`src/rtl/hdlcf_pkg.sv`:
```
// hdlcf_pkg: types and constants shared by the framer modules.
// No dependencies.
package hdlcf_pkg;

   localparam logic [7:0] STUFF_MASK  = 8'h20;
   localparam int         CSR_INDEX_W = 3;
   localparam int         DESC_BYTES  = 4;
   localparam int         DESC_IDX_W  = 2;

   typedef enum logic [1:0] {
      OP_OPEN  = 2'd0,
      OP_BODY  = 2'd1,
      OP_CLOSE = 2'd2,
      OP_ACK   = 2'd3
   } op_type;

   localparam logic [CSR_INDEX_W-1:0] REG_FLAG    = 3'd0;
   localparam logic [CSR_INDEX_W-1:0] REG_ESCAPE  = 3'd1;
   localparam logic [CSR_INDEX_W-1:0] REG_ADDRESS = 3'd2;
   localparam logic [CSR_INDEX_W-1:0] REG_CTL0    = 3'd3;
   localparam logic [CSR_INDEX_W-1:0] REG_CTL1    = 3'd4;

   typedef struct packed {
      logic [7:0] flag_value;
      logic [7:0] escape_value;
      logic [7:0] address_value;
      logic [7:0] control_seq_zero;
      logic [7:0] control_seq_one;
   } cfg_type;

   // one queued job: bytes[0] goes first; raw bytes bypass stuffing
   typedef struct packed {
      logic [DESC_BYTES-1:0][7:0] bytes;
      logic [DESC_BYTES-1:0]      raw;
      logic [DESC_IDX_W-1:0]      last_idx;
   } desc_type;

   typedef struct packed {
      logic     valid;
      desc_type desc;
   } push_type;

   typedef struct packed {
      logic     valid;
      logic     full;
      desc_type desc;
   } qstat_type;

endpackage

```
`src/rtl/hdlcf_if.sv`:
```
// hdlcf_req_if / hdlcf_rsp_if: valid/ready channels of the framer.
// Depends on nothing.
interface hdlcf_req_if;
   logic       valid;
   logic       ready;
   logic [1:0] operation;
   logic [7:0] body_byte;
   modport source (output valid, output operation, output body_byte, input ready);
   modport sink   (input valid, input operation, input body_byte, output ready);
endinterface

interface hdlcf_rsp_if;
   logic       valid;
   logic       ready;
   logic [7:0] line_byte;
   logic       run_last;
   modport source (output valid, output line_byte, output run_last, input ready);
   modport sink   (input valid, input line_byte, input run_last, output ready);
endinterface

```
`src/rtl/hdlcf_front.sv`:
```
// hdlcf_front: accepts items, tracks frame state, builds line jobs.
// Depends on hdlcf_pkg and hdlcf_req_if.
module hdlcf_front (
   input  logic                  clock,
   input  logic                  reset,
   hdlcf_req_if.sink             req,
   input  hdlcf_pkg::cfg_type    cfg,
   input  logic                  q_full,
   output hdlcf_pkg::push_type   push
);

   logic       seq_ff, seq_in;
   logic [7:0] check_ff, check_in;
   logic       in_frame_ff, in_frame_in;
   logic       accept;
   logic [7:0] ctl;
   hdlcf_pkg::op_type op;

   assign req.ready = !q_full;
   assign accept    = req.valid && !q_full;
   assign op        = hdlcf_pkg::op_type'(req.operation);
   assign ctl       = seq_ff ? cfg.control_seq_one : cfg.control_seq_zero;

   always_comb begin
      seq_in      = seq_ff;
      check_in    = check_ff;
      in_frame_in = in_frame_ff;
      push        = '0;
      unique case (op)
         hdlcf_pkg::OP_OPEN: begin
            push.desc.bytes    = {cfg.address_value ^ ctl, ctl, cfg.address_value,
                                  cfg.flag_value};
            push.desc.raw      = 4'b0001;
            push.desc.last_idx = 2'd3;
            push.valid         = accept;
            if (accept) begin
               check_in    = '0;
               in_frame_in = 1'b1;
            end
         end
         hdlcf_pkg::OP_BODY: begin
            push.desc.bytes[0] = req.body_byte;
            push.desc.last_idx = 2'd0;
            push.valid         = accept && in_frame_ff;
            if (accept && in_frame_ff) begin
               check_in = check_ff ^ req.body_byte;
            end
         end
         hdlcf_pkg::OP_CLOSE: begin
            push.desc.bytes[0] = check_ff;
            push.desc.bytes[1] = cfg.flag_value;
            push.desc.raw      = 4'b0010;
            push.desc.last_idx = 2'd1;
            push.valid         = accept && in_frame_ff;
            if (accept && in_frame_ff) begin
               check_in    = '0;
               in_frame_in = 1'b0;
            end
         end
         default: begin
            if (accept) begin
               seq_in = !seq_ff;
            end
         end
      endcase
   end

   always_ff @(posedge clock) begin
      if (reset) begin
         seq_ff      <= 1'b0;
         check_ff    <= '0;
         in_frame_ff <= 1'b0;
      end else begin
         seq_ff      <= seq_in;
         check_ff    <= check_in;
         in_frame_ff <= in_frame_in;
      end
   end

endmodule

```
`src/rtl/hdlcf_queue.sv`:
```
// hdlcf_queue: short job queue between front and back.
// Depends on hdlcf_pkg.
module hdlcf_queue #(
   parameter int DEPTH = 2
) (
   input  logic                   clock,
   input  logic                   reset,
   input  hdlcf_pkg::push_type    push,
   input  logic                   pop,
   output hdlcf_pkg::qstat_type   stat
);

   localparam int PTR_W = $clog2(DEPTH);
   localparam int CNT_W = $clog2(DEPTH + 1);
   localparam logic [PTR_W-1:0] PTR_LAST = PTR_W'(DEPTH - 1);
   localparam logic [CNT_W-1:0] CNT_FULL = CNT_W'(DEPTH);

   hdlcf_pkg::desc_type mem_ff [DEPTH];
   logic [PTR_W-1:0] wr_ptr_ff, wr_ptr_in;
   logic [PTR_W-1:0] rd_ptr_ff, rd_ptr_in;
   logic [CNT_W-1:0] count_ff, count_in;
   logic             do_push, do_pop;

   assign stat.valid = count_ff != '0;
   assign stat.full  = count_ff == CNT_FULL;
   assign stat.desc  = mem_ff[rd_ptr_ff];
   assign do_push    = push.valid && !stat.full;
   assign do_pop     = pop && stat.valid;

   always_comb begin
      wr_ptr_in = wr_ptr_ff;
      rd_ptr_in = rd_ptr_ff;
      count_in  = count_ff;
      if (do_push) begin
         wr_ptr_in = (wr_ptr_ff == PTR_LAST) ? '0 : wr_ptr_ff + 1'b1;
      end
      if (do_pop) begin
         rd_ptr_in = (rd_ptr_ff == PTR_LAST) ? '0 : rd_ptr_ff + 1'b1;
      end
      if (do_push && !do_pop) begin
         count_in = count_ff + 1'b1;
      end else if (do_pop && !do_push) begin
         count_in = count_ff - 1'b1;
      end
   end

   always_ff @(posedge clock) begin
      if (do_push) begin
         mem_ff[wr_ptr_ff] <= push.desc;
      end
   end

   always_ff @(posedge clock) begin
      if (reset) begin
         wr_ptr_ff <= '0;
         rd_ptr_ff <= '0;
         count_ff  <= '0;
      end else begin
         wr_ptr_ff <= wr_ptr_in;
         rd_ptr_ff <= rd_ptr_in;
         count_ff  <= count_in;
      end
   end

endmodule

```
`src/rtl/hdlcf_back.sv`:
```
// hdlcf_back: walks queued jobs, applies byte stuffing, drives the line.
// Depends on hdlcf_pkg and hdlcf_rsp_if.
module hdlcf_back (
   input  logic                  clock,
   input  logic                  reset,
   input  hdlcf_pkg::cfg_type    cfg,
   input  hdlcf_pkg::qstat_type  q,
   output logic                  pop,
   hdlcf_rsp_if.source           rsp
);

   hdlcf_pkg::desc_type cur_ff, cur_in;
   logic                              cur_valid_ff, cur_valid_in;
   logic [hdlcf_pkg::DESC_IDX_W-1:0]  idx_ff, idx_in;
   logic                              esc_ff, esc_in;
   logic                              rsp_valid_ff, rsp_valid_in;
   logic [7:0]                        rsp_byte_ff, rsp_byte_in;
   logic                              rsp_last_ff, rsp_last_in;
   logic [7:0]                        cur_byte;
   logic                              need_stuff, step, at_last, finish;

   assign cur_byte   = cur_ff.bytes[idx_ff];
   assign need_stuff = !cur_ff.raw[idx_ff] &&
                       ((cur_byte == cfg.flag_value) || (cur_byte == cfg.escape_value));
   assign step       = cur_valid_ff && (!rsp_valid_ff || rsp.ready);
   assign at_last    = idx_ff == cur_ff.last_idx;
   assign finish     = step && (esc_ff || !need_stuff) && at_last;
   assign pop        = q.valid && (!cur_valid_ff || finish);

   assign rsp.valid     = rsp_valid_ff;
   assign rsp.line_byte = rsp_byte_ff;
   assign rsp.run_last  = rsp_last_ff;

   always_comb begin
      cur_in       = cur_ff;
      cur_valid_in = cur_valid_ff;
      idx_in       = idx_ff;
      esc_in       = esc_ff;
      rsp_valid_in = rsp_valid_ff && !rsp.ready;
      rsp_byte_in  = rsp_byte_ff;
      rsp_last_in  = rsp_last_ff;
      if (step) begin
         rsp_valid_in = 1'b1;
         if (esc_ff) begin
            rsp_byte_in = cur_byte ^ hdlcf_pkg::STUFF_MASK;
            rsp_last_in = at_last;
            esc_in      = 1'b0;
            idx_in      = idx_ff + 1'b1;
         end else if (need_stuff) begin
            rsp_byte_in = cfg.escape_value;
            rsp_last_in = 1'b0;
            esc_in      = 1'b1;
         end else begin
            rsp_byte_in = cur_byte;
            rsp_last_in = at_last;
            idx_in      = idx_ff + 1'b1;
         end
      end
      if (pop) begin
         cur_in       = q.desc;
         cur_valid_in = 1'b1;
         idx_in       = '0;
         esc_in       = 1'b0;
      end else if (finish) begin
         cur_valid_in = 1'b0;
      end
   end

   always_ff @(posedge clock) begin
      cur_ff      <= cur_in;
      rsp_byte_ff <= rsp_byte_in;
      rsp_last_ff <= rsp_last_in;
   end

   always_ff @(posedge clock) begin
      if (reset) begin
         cur_valid_ff <= 1'b0;
         idx_ff       <= '0;
         esc_ff       <= 1'b0;
         rsp_valid_ff <= 1'b0;
      end else begin
         cur_valid_ff <= cur_valid_in;
         idx_ff       <= idx_in;
         esc_ff       <= esc_in;
         rsp_valid_ff <= rsp_valid_in;
      end
   end

endmodule

```
`src/rtl/hdlc_style_tx_framer_unit.sv`:
```
// hdlc_style_tx_framer_unit: top level of the flag-delimited transmit framer.
// Depends on hdlcf_pkg, hdlcf_if, hdlcf_front, hdlcf_queue, hdlcf_back.
//
//   channel  dir  handshake     payload
//   req_if   in   valid/ready   operation[1:0], body_byte[7:0]
//   rsp_if   out  valid/ready   line_byte[7:0], run_last
//   csr      in   csr_we        csr_index[2:0], csr_wdata[7:0]
//
// One line byte per cycle unless stalled: body 1-2 bytes, open 4-7, close 2-3.
// The back walker (one stuffed byte a cycle) sets the rate; the queue
// lets the front take items while the output register is stalled.
// Reset is synchronous; state and CSR registers reset, data registers do not.
// An item's bytes pass the queue, job and output registers; an ack makes none.
module hdlc_style_tx_framer_unit #(
   parameter int QUEUE_DEPTH = 2
) (
   input  logic                                 clock,
   input  logic                                 reset,
   hdlcf_req_if.sink                            req_if,
   hdlcf_rsp_if.source                          rsp_if,
   input  logic                                 csr_we,
   input  logic [hdlcf_pkg::CSR_INDEX_W-1:0]    csr_index,
   input  logic [7:0]                           csr_wdata
);

   hdlcf_pkg::cfg_type   cfg_ff, cfg_in;
   hdlcf_pkg::push_type  push;
   hdlcf_pkg::qstat_type qstat;
   logic                 pop;

   always_comb begin
      cfg_in = cfg_ff;
      if (csr_we) begin
         unique case (csr_index)
            hdlcf_pkg::REG_FLAG:    cfg_in.flag_value       = csr_wdata;
            hdlcf_pkg::REG_ESCAPE:  cfg_in.escape_value     = csr_wdata;
            hdlcf_pkg::REG_ADDRESS: cfg_in.address_value    = csr_wdata;
            hdlcf_pkg::REG_CTL0:    cfg_in.control_seq_zero = csr_wdata;
            hdlcf_pkg::REG_CTL1:    cfg_in.control_seq_one  = csr_wdata;
            default:                cfg_in = cfg_ff;
         endcase
      end
   end

   always_ff @(posedge clock) begin
      if (reset) begin
         cfg_ff.flag_value       <= 8'h7E;
         cfg_ff.escape_value     <= 8'h7D;
         cfg_ff.address_value    <= 8'h03;
         cfg_ff.control_seq_zero <= 8'h00;
         cfg_ff.control_seq_one  <= 8'h40;
      end else begin
         cfg_ff <= cfg_in;
      end
   end

   hdlcf_front u_front (
      .clock  (clock),
      .reset  (reset),
      .req    (req_if),
      .cfg    (cfg_ff),
      .q_full (qstat.full),
      .push   (push)
   );

   hdlcf_queue #(
      .DEPTH (QUEUE_DEPTH)
   ) u_queue (
      .clock (clock),
      .reset (reset),
      .push  (push),
      .pop   (pop),
      .stat  (qstat)
   );

   hdlcf_back u_back (
      .clock (clock),
      .reset (reset),
      .cfg   (cfg_ff),
      .q     (qstat),
      .pop   (pop),
      .rsp   (rsp_if)
   );

`ifndef NO_ASSERTIONS
   a_no_push_when_full: assert property (@(posedge clock) disable iff (reset)
      push.valid |-> !qstat.full)
      else $error("job pushed into full queue");

   a_pop_needs_data: assert property (@(posedge clock) disable iff (reset)
      pop |-> qstat.valid)
      else $error("pop from empty queue");

   a_idle_after_reset: assert property (@(posedge clock)
      reset |=> !rsp_if.valid)
      else $error("line byte valid right after reset");
`endif

endmodule
```
`src/flat_wrapper.sv`:
```
// flat-port wrapper written by rule: the top's interface ports become plain ports
module hdlc_style_tx_framer_unit_flat 
#(
   parameter int QUEUE_DEPTH = 2
)
  (clock, reset, csr_we, csr_index, csr_wdata, req_if_valid, req_if_operation, req_if_body_byte, req_if_ready, rsp_if_valid, rsp_if_line_byte, rsp_if_run_last, rsp_if_ready);
  hdlcf_req_if req_if_i ();
  hdlcf_rsp_if rsp_if_i ();
  input  logic clock;
  input  logic reset;
  input  logic csr_we;
  input  logic [hdlcf_pkg::CSR_INDEX_W-1:0] csr_index;
  input  logic [7:0] csr_wdata;
  input wire logic [$bits(req_if_i.valid)-1:0] req_if_valid;
  input wire logic [$bits(req_if_i.operation)-1:0] req_if_operation;
  input wire logic [$bits(req_if_i.body_byte)-1:0] req_if_body_byte;
  output wire logic [$bits(req_if_i.ready)-1:0] req_if_ready;
  output wire logic [$bits(rsp_if_i.valid)-1:0] rsp_if_valid;
  output wire logic [$bits(rsp_if_i.line_byte)-1:0] rsp_if_line_byte;
  output wire logic [$bits(rsp_if_i.run_last)-1:0] rsp_if_run_last;
  input wire logic [$bits(rsp_if_i.ready)-1:0] rsp_if_ready;
  assign req_if_i.valid = req_if_valid;
  assign req_if_i.operation = req_if_operation;
  assign req_if_i.body_byte = req_if_body_byte;
  assign req_if_ready = req_if_i.ready;
  assign rsp_if_valid = rsp_if_i.valid;
  assign rsp_if_line_byte = rsp_if_i.line_byte;
  assign rsp_if_run_last = rsp_if_i.run_last;
  assign rsp_if_i.ready = rsp_if_ready;
  hdlc_style_tx_framer_unit #(.QUEUE_DEPTH(QUEUE_DEPTH)) u_core (.clock(clock), .reset(reset), .req_if(req_if_i), .rsp_if(rsp_if_i), .csr_we(csr_we), .csr_index(csr_index), .csr_wdata(csr_wdata));
endmodule
```
`config.mk`:
```
export PLATFORM = sky130hd
export DESIGN_NAME = hdlc_style_tx_framer_unit_flat
export DESIGN_NICKNAME = d
export VERILOG_FILES = /design/src/rtl/hdlcf_pkg.sv /design/src/rtl/hdlcf_if.sv /design/src/rtl/hdlcf_front.sv /design/src/rtl/hdlcf_queue.sv /design/src/rtl/hdlcf_back.sv /design/src/rtl/hdlc_style_tx_framer_unit.sv /design/src/flat_wrapper.sv
export SDC_FILE = /design/constraint.sdc
export NUM_CORES = 1
export LEC_CHECK = 0
export ABC_AREA = 1
export ABC_CLOCK_PERIOD_IN_PS = 7100
export BUFFER_PORTS_ARGS = -buffer_cell sky130_fd_sc_hd__buf_2
export CAP_MARGIN = 0
export CORE_MARGIN = 2
export CORE_UTILIZATION = 35
export CTS_BUF_LIST = sky130_fd_sc_hd__clkbuf_4 sky130_fd_sc_hd__clkbuf_8
export CTS_CLUSTER_DIAMETER = 80
export DETAILED_ROUTE_END_ITERATION = 7
export PLACE_DENSITY = 0.49
export SLEW_MARGIN = 40
export SYNTH_ARGS = -nofsm -noshare
export SYNTH_HDL_FRONTEND = slang
export SYNTH_HIERARCHICAL = 1
export SYNTH_SLANG_ARGS = --single-unit
```
`constraint.sdc`:
```
create_clock -name clock -period 7.1 [get_ports clock]
set_clock_uncertainty 0.05 [all_clocks]
set_input_delay 1.42 -clock clock [delete_from_list [all_inputs] [get_ports clock]]
set_output_delay 1.42 -clock clock [all_outputs]
set_load 0.02 [all_outputs]
```
# ---- After elaboration in Yosys (flattened, before gate mapping)
# Memories as Yosys holds them, arrays and structs flattened. A register that Yosys moved wholly into a read port is not among the register bits.
# Cells that the tools add are included.
dict set report word_totals {
  mem_bits_rw 72
  mem_bits_ro 0
  n_memories 1
  reg_bits 72
  latch_bits 0
  output_inout_bits 11
}
# memory depth word_bits read_ports rd_ports_with_merged_regs write_ports line
set memory_table {}
lappend memory_table {u_core.u_queue.mem_ff 2 36 1 1 1 hdlcf_queue.sv:18} ;# hdlcf_pkg::desc_type mem_ff [DEPTH];
dict set report op_classes {
  addsub 5
  n_div 0
  reduce_logical 44
  bitwise 4
  mul 0
  order_cmp 1
  n_eq_ne 14
  shifts 0
  n_mux 35
}
# op n
set op_table {}
lappend op_table {{8-bit two-way mux} 7}
lappend op_table {{8-bit one-hot mux with 3 select lines} 2}
lappend op_table {{8-bit binary-select mux with 2-bit select} 1}
lappend op_table {{8-bit equality test} 2}
lappend op_table {{16-bit two-way mux} 1}
lappend op_table {{8-bit one-hot mux with 2 select lines} 1}
lappend op_table {{8-bit XOR} 2}
lappend op_table {{1-bit two-way mux} 14}
lappend op_table {{2-bit AND reduction} 7}
lappend op_table {{1-bit logical AND} 12}
lappend op_table {{1-bit zero test} 9}
lappend op_table {{2-bit two-way mux} 4}
lappend op_table {{2-bit inequality test (second input constant)} 4}
lappend op_table {{2-bit one-hot mux with 2 select lines} 2}
lappend op_table {{2-bit nonzero test} 4}
lappend op_table {{3-bit by 2-bit equality test with 1-bit output (second input constant)} 2}
lappend op_table {{2-bit by 1-bit adder with 2-bit output (second input constant)} 2}
lappend op_table {{2-bit equality test (second input constant)} 2}
lappend op_table {{1-bit logical OR} 4}
lappend op_table {{1-bit one-hot mux with 2 select lines} 2}
lappend op_table {{4-bit AND reduction} 1}
lappend op_table {{2-bit OR reduction} 2}
lappend op_table {{3-bit by 1-bit equality test with 1-bit output (second input constant)} 1}
lappend op_table {{3-bit equality test (second input constant)} 1}
lappend op_table {{other kinds (12)} 14}

# ---- Depth between registers and ports, before layout
dict set report depth {
  ltp_word 15
  ltp_mapped 24
  depth_no_buf 24
}

# ---- Modules after synthesis
# The synthesis kept the hierarchy.
# module area_each_um2 seq_area_each_um2 n_inst cells_per_inst
set by_module_without_submodules {}
lappend by_module_without_submodules {hdlcf_queue 3067.9 2382.3 1 155}
lappend by_module_without_submodules {hdlcf_back 2391.0 1511.4 1 249}
lappend by_module_without_submodules {hdlc_style_tx_framer_unit 1607.8 800.8 1 224}
lappend by_module_without_submodules {hdlcf_front 1287.5 200.2 1 235}

# ---- Worst setup path after synthesis
# Ideal clock, no wire load.
dict set report synth_timing {
  path_kind {input to register}
  start {in req_if_operation[0]}
  end {mem u_core/u_queue/mem_ff[0][0] (netlist bit) (enable)}
  path_stages 7
  setup_slack_ps 2820
  n_path_buf 1
  t_arrival_ps 3797
  setup_time_ps 433
  cell_sequence {inv_1 > ha_1 > buf_2 > a21oi_1 > nor3_1 > o21ai_2 > nor2_1}
}
# item line
set synth_lines {}
lappend synth_lines {{from (decl)} flat_wrapper.sv:15} ;# input wire logic [$bits(req_if_i.operation)-1:0] req_if_operation;
lappend synth_lines {{to (decl)} hdlcf_queue.sv:18}

# ---- Worst setup path after layout
dict set report layout_timing {
  start {reg u_core/u_back/idx_ff[1] (netlist bit)}
  end {reg u_core.u_queue.count_ff[1]}
}
dict set report layout_via {
  elab_chain_cells 15
}
# item line
set layout_rtl {}
lappend layout_rtl {{from (decl)} hdlcf_back.sv:14} ;# logic [hdlcf_pkg::DESC_IDX_W-1:0] idx_ff, idx_in;
lappend layout_rtl {{from (signal assigned)} hdlcf_back.sv:83} ;# idx_ff <= idx_in;
lappend layout_rtl {{8-bit binary-select mux with 2-bit select} hdlcf_back.sv:22} ;# assign cur_byte = cur_ff.bytes[idx_ff];
lappend layout_rtl {{8-bit two-way mux (not written as such)} hdlcf_back.sv:22}
lappend layout_rtl {{8-bit equality test} hdlcf_back.sv:24} ;# ((cur_byte == cfg.flag_value) || (cur_byte == cfg.escape_value));
lappend layout_rtl {{1-bit logical OR} hdlcf_back.sv:24}
lappend layout_rtl {{1-bit logical AND} hdlcf_back.sv:23} ;# assign need_stuff = !cur_ff.raw[idx_ff] &&
lappend layout_rtl {{1-bit zero test} hdlcf_back.sv:27} ;# assign finish = step && (esc_ff || !need_stuff) && at_last;
lappend layout_rtl {{1-bit logical OR} hdlcf_back.sv:27}
lappend layout_rtl {{1-bit logical AND} hdlcf_back.sv:27}
lappend layout_rtl {{1-bit logical AND (*)} hdlcf_back.sv:27}
lappend layout_rtl {{1-bit logical OR (*)} hdlcf_back.sv:28} ;# assign pop = q.valid && (!cur_valid_ff || finish);
lappend layout_rtl {{1-bit logical AND (*)} hdlcf_back.sv:28}
lappend layout_rtl {{net u_core.pop} hdlc_style_tx_framer_unit.sv:29} ;# logic pop;
lappend layout_rtl {{1-bit logical AND (*)} hdlcf_queue.sv:28} ;# assign do_pop = pop && stat.valid;
lappend layout_rtl {{1-bit zero test} hdlcf_queue.sv:40} ;# if (do_push && !do_pop) begin
lappend layout_rtl {{1-bit logical AND} hdlcf_queue.sv:40}
lappend layout_rtl {{2-bit two-way mux or 2-bit nonzero test (tied branches)} --}
lappend layout_rtl {{to (signal assigned)} hdlcf_queue.sv:61} ;# count_ff <= count_in;
lappend layout_rtl {{to (decl)} hdlcf_queue.sv:21} ;# logic [CNT_W-1:0] count_ff, count_in;
# Mark *: on every way through the listed nets, which the timed path passes. The rest lies on a longest branch. The select of a mux whose other input is x is not followed.
# A chain may end at the register's enable or synchronous reset.

==> run metrics <==
outcome finished clean; CP endpoint u_core/u_queue/count_ff[1]$_SDFFE_PP0P_; Antenna Cells 0; die area approximately 25000 um2; layout cells sized above 1 0.175; power per cell area about 250 nW/um2; CTS Sinks between 150 and 200; Final #Nets roughly 940; arrival time of the worst setup path 3.82 ns; placed cell count 1201; GPL Wtd Cong 0.799; Netlist cell types 37; TritonCTS Buffers 17; top cells by area, synth edfxtp_1 (44%), dfxtp_1 (14%), nand2_1 (11%), nand3_1 (5.8%), nor2_1 (3.7%); synthesized area about 8400 um2; global-route wire length before repair about 29 mm; drt pass-1 iters 5; Critical Path RT 7.45 ns; worst hold path class reg2reg; total global-route track usage 0.157; area leader, netlist edfxtp_1; Worst Setup SP u_core/u_back/idx_ff[1]$_SDFFE_PP0P_; ys async rst share 0; Max VDD drop between 0.0001 and 0.00015 V; # DRC 0; cts repair resizes 0; R2R setup slack around 3.6 ns; register area between 4000 and 5000 um2; Worst setup SP type register; PortBufs 36; register bit count reported by yosys approximately 180; Final Hold Vio Count 0; Post-CTS Setup Inserts 0; synthesized area per cell a little under 10 um2; die width about 160 um; via/cell ratio between 4 and 5; Syn Inst Count 863; Slew @ Worst Pin about 0.66 ns; Multi-input gate area between 2000 and 3000 um2; setup repair after global routing missed its margin no; Highest Clock Rate a little under 0.3 GHz; DRT Wirelength ~18 mm; top-count cell post-synth nand2_1; reg2reg start u_core/u_back/idx_ff[1]$_SDFFE_PP0P_; area delta synth->final 10.7%; reg-to-reg endpoint u_core/u_queue/count_ff[1]$_SDFFE_PP0P_; vias in the first global route between 5k and 6k; wire per inst roughly 15 um; Die Y 158 um; grt total ovfl 0; total power approximately 2300 uW; setup TNS 0 ns; Yosys warnings 6; HPWL after DPL roughly 13 mm; largest net degree at the start of global routing between 40 and 50; Clk Latency, worst-skew pair between 0.4 and 0.5 ns; P_leak about 0.0038 uW; sequential area share after synthesis 0.586; initial antenna violation count 0; share of Yosys cell area claimed by the top area cell type 0.442; post-route ant nets 0; Final period util 0.489; crit-path max FO 16; Period minus WS final ~3.5 ns; Starting DRT DRC Count 280; placeable core area approximately 23000 um2; CTS Buffer Depth 2; row cnt 56; dominant synthesized flop cell edfxtp_1; CTS Root Cell clkbuf_8; slew margin rel. 0.558; initial core utilization 0.356; Worst setup EP type register; R2R cell count 21; Filler cells between 2k and 2.5k; vias 5539; cts hold-fix bufs 0; WS Path Type reg2reg; number of flops mapped to enable cells by yosys between 100 and 150; MaxCap Viol Count 0; Max Transition Viols Final 0; final setup violation count 0; H-tree Lvls 4; Top Ports 37; Post-synth top cells nand2_1 (237), edfxtp_1 (123), nand3_1 (97), nor2_1 (83), inv_1 (81); CTS tree built; Final Non-Filler Cells ~1.2k; Reg clk slew, reported paths 0.10 ns
[cell families after synthesis]
group	after synthesis	synth area share
muxes	38	0.0602
xor gates and xnor gates	4	0.00419
and+or+nand+nor	453	0.236
AOI/OAI and AO/OA	60	0.0385
buffers and inverters	116	0.0628
DFF	183	0.586
adders and majority gates	8	0.0120
other	1	0.000449
[routing by layer]
metal  global-route usage  vias to the layer above  wire [um]  part of all wire
li1                     -                     2910          -                 -
met1                0.232                     2511       9580              0.52
met2                0.232                      104       8000              0.43
met3               0.0280                       14        631             0.034
met4               0.0519                        0        210             0.011
met5                    0                        -          0                 0
[final cells by class]
| cell class | instances | area share |
|---|---|---|
| Sequential cell | 183 | 0.529 |
| Multi-Input combinational cell | 565 | 0.320 |
| Tap cell | 319 | 0.0431 |
| Inverter | 91 | 0.0371 |
| Timing Repair Buffer | 43 | 0.0281 |
| Clock buffer | 18 | 0.0268 |
| Clock inverter | 14 | 0.0158 |
[sequential cells by signal, indices dropped and copies added, names as in the netlist, 2 cells and up, named ones only]
signal	cells
u_core/u_back/rsp.line_byte	8
u_core/u_front/check_ff	8
u_core/u_queue/count_ff	2
u_core/u_back/cur_ff	38
u_core/cfg_ff	40
u_core/u_queue/mem_ff	76
u_core/u_back/idx_ff	2
[how the worst min path moves through the flow]
stage,from,cells past startpoint,to,slack [ns]
finish,u_core/cfg_ff[11]$_SDFFE_PP0P_,2,u_core/cfg_ff[11]$_SDFFE_PP0P_,0.44
global route,u_core/cfg_ff[1]$_SDFFE_PP0P_,2,u_core/cfg_ff[1]$_SDFFE_PP0P_,0.46
floorplan,u_core/cfg_ff[16]$_SDFFE_PP1P_,2,u_core/cfg_ff[16]$_SDFFE_PP1P_,0.39
detailed placement,u_core/cfg_ff[7]$_SDFFE_PP0P_,2,u_core/cfg_ff[7]$_SDFFE_PP0P_,0.42
CTS,u_core/cfg_ff[12]$_SDFFE_PP0P_,2,u_core/cfg_ff[12]$_SDFFE_PP0P_,0.44
global placement,u_core/cfg_ff[12]$_SDFFE_PP0P_,2,u_core/cfg_ff[12]$_SDFFE_PP0P_,0.41
[critical path, stage by stage (launching register included)]
cell      delay [ns]
dfxtp_1         0.70
clkinv_2        0.35
nand3_1         0.23
nand2_1         0.12
nand2_1         0.08
nand2_1         0.04
nand2_1         0.06
nor2_1          0.04
nand2_1         0.06
nand2_2         0.07
nand3_2         0.10
nand3_1         0.07
nand2_1         0.13
nand2_2         0.06
inv_1           0.45
nand2_1         0.12
ha_1            0.34
inv_1           0.08
nand3_1         0.07
nand2_1         0.06
inv_1           0.03
nor2_1          0.08
[placed cells by master, fill, tap and decap left out, drive strengths merged]
cell and count:
xor2 3, ha 8, a21oi 18, mux2 38
clkinv 9, o21ai 40, buf 43, inv 92
conb 2, a32o 1, nand4 1, nand2 245
clkinvlp 2, nor2 93, nand3b 1, xnor2 1
a31oi 1, edfxtp 123, nor3 1, dfxtp 60
clkbuf 18, or2 9, bufinv 2, nand3 103
[stage by stage]
stage               hold slack, ns  area [um2]   util  setup WS [ns]
finish                       0.436        9250  0.394           3.63
global route                 0.458        9250  0.394           3.16
CTS                          0.438        9250  0.394           3.31
detailed placement           0.417        8860  0.377           3.34
global placement             0.408        8810  0.375           3.08
floorplan                    0.392        8360      -           2.82
[where the power goes]
part | internal (uW) | leakage [uW] | switching, uW | total, uW
clock | 324 | 0.000198 | 370 | 694
combinational | 122 | 0.00198 | 233 | 355
sequential | 1230 | 0.00165 | 41.3 | 1270
(Power assumes the default switching activity.)
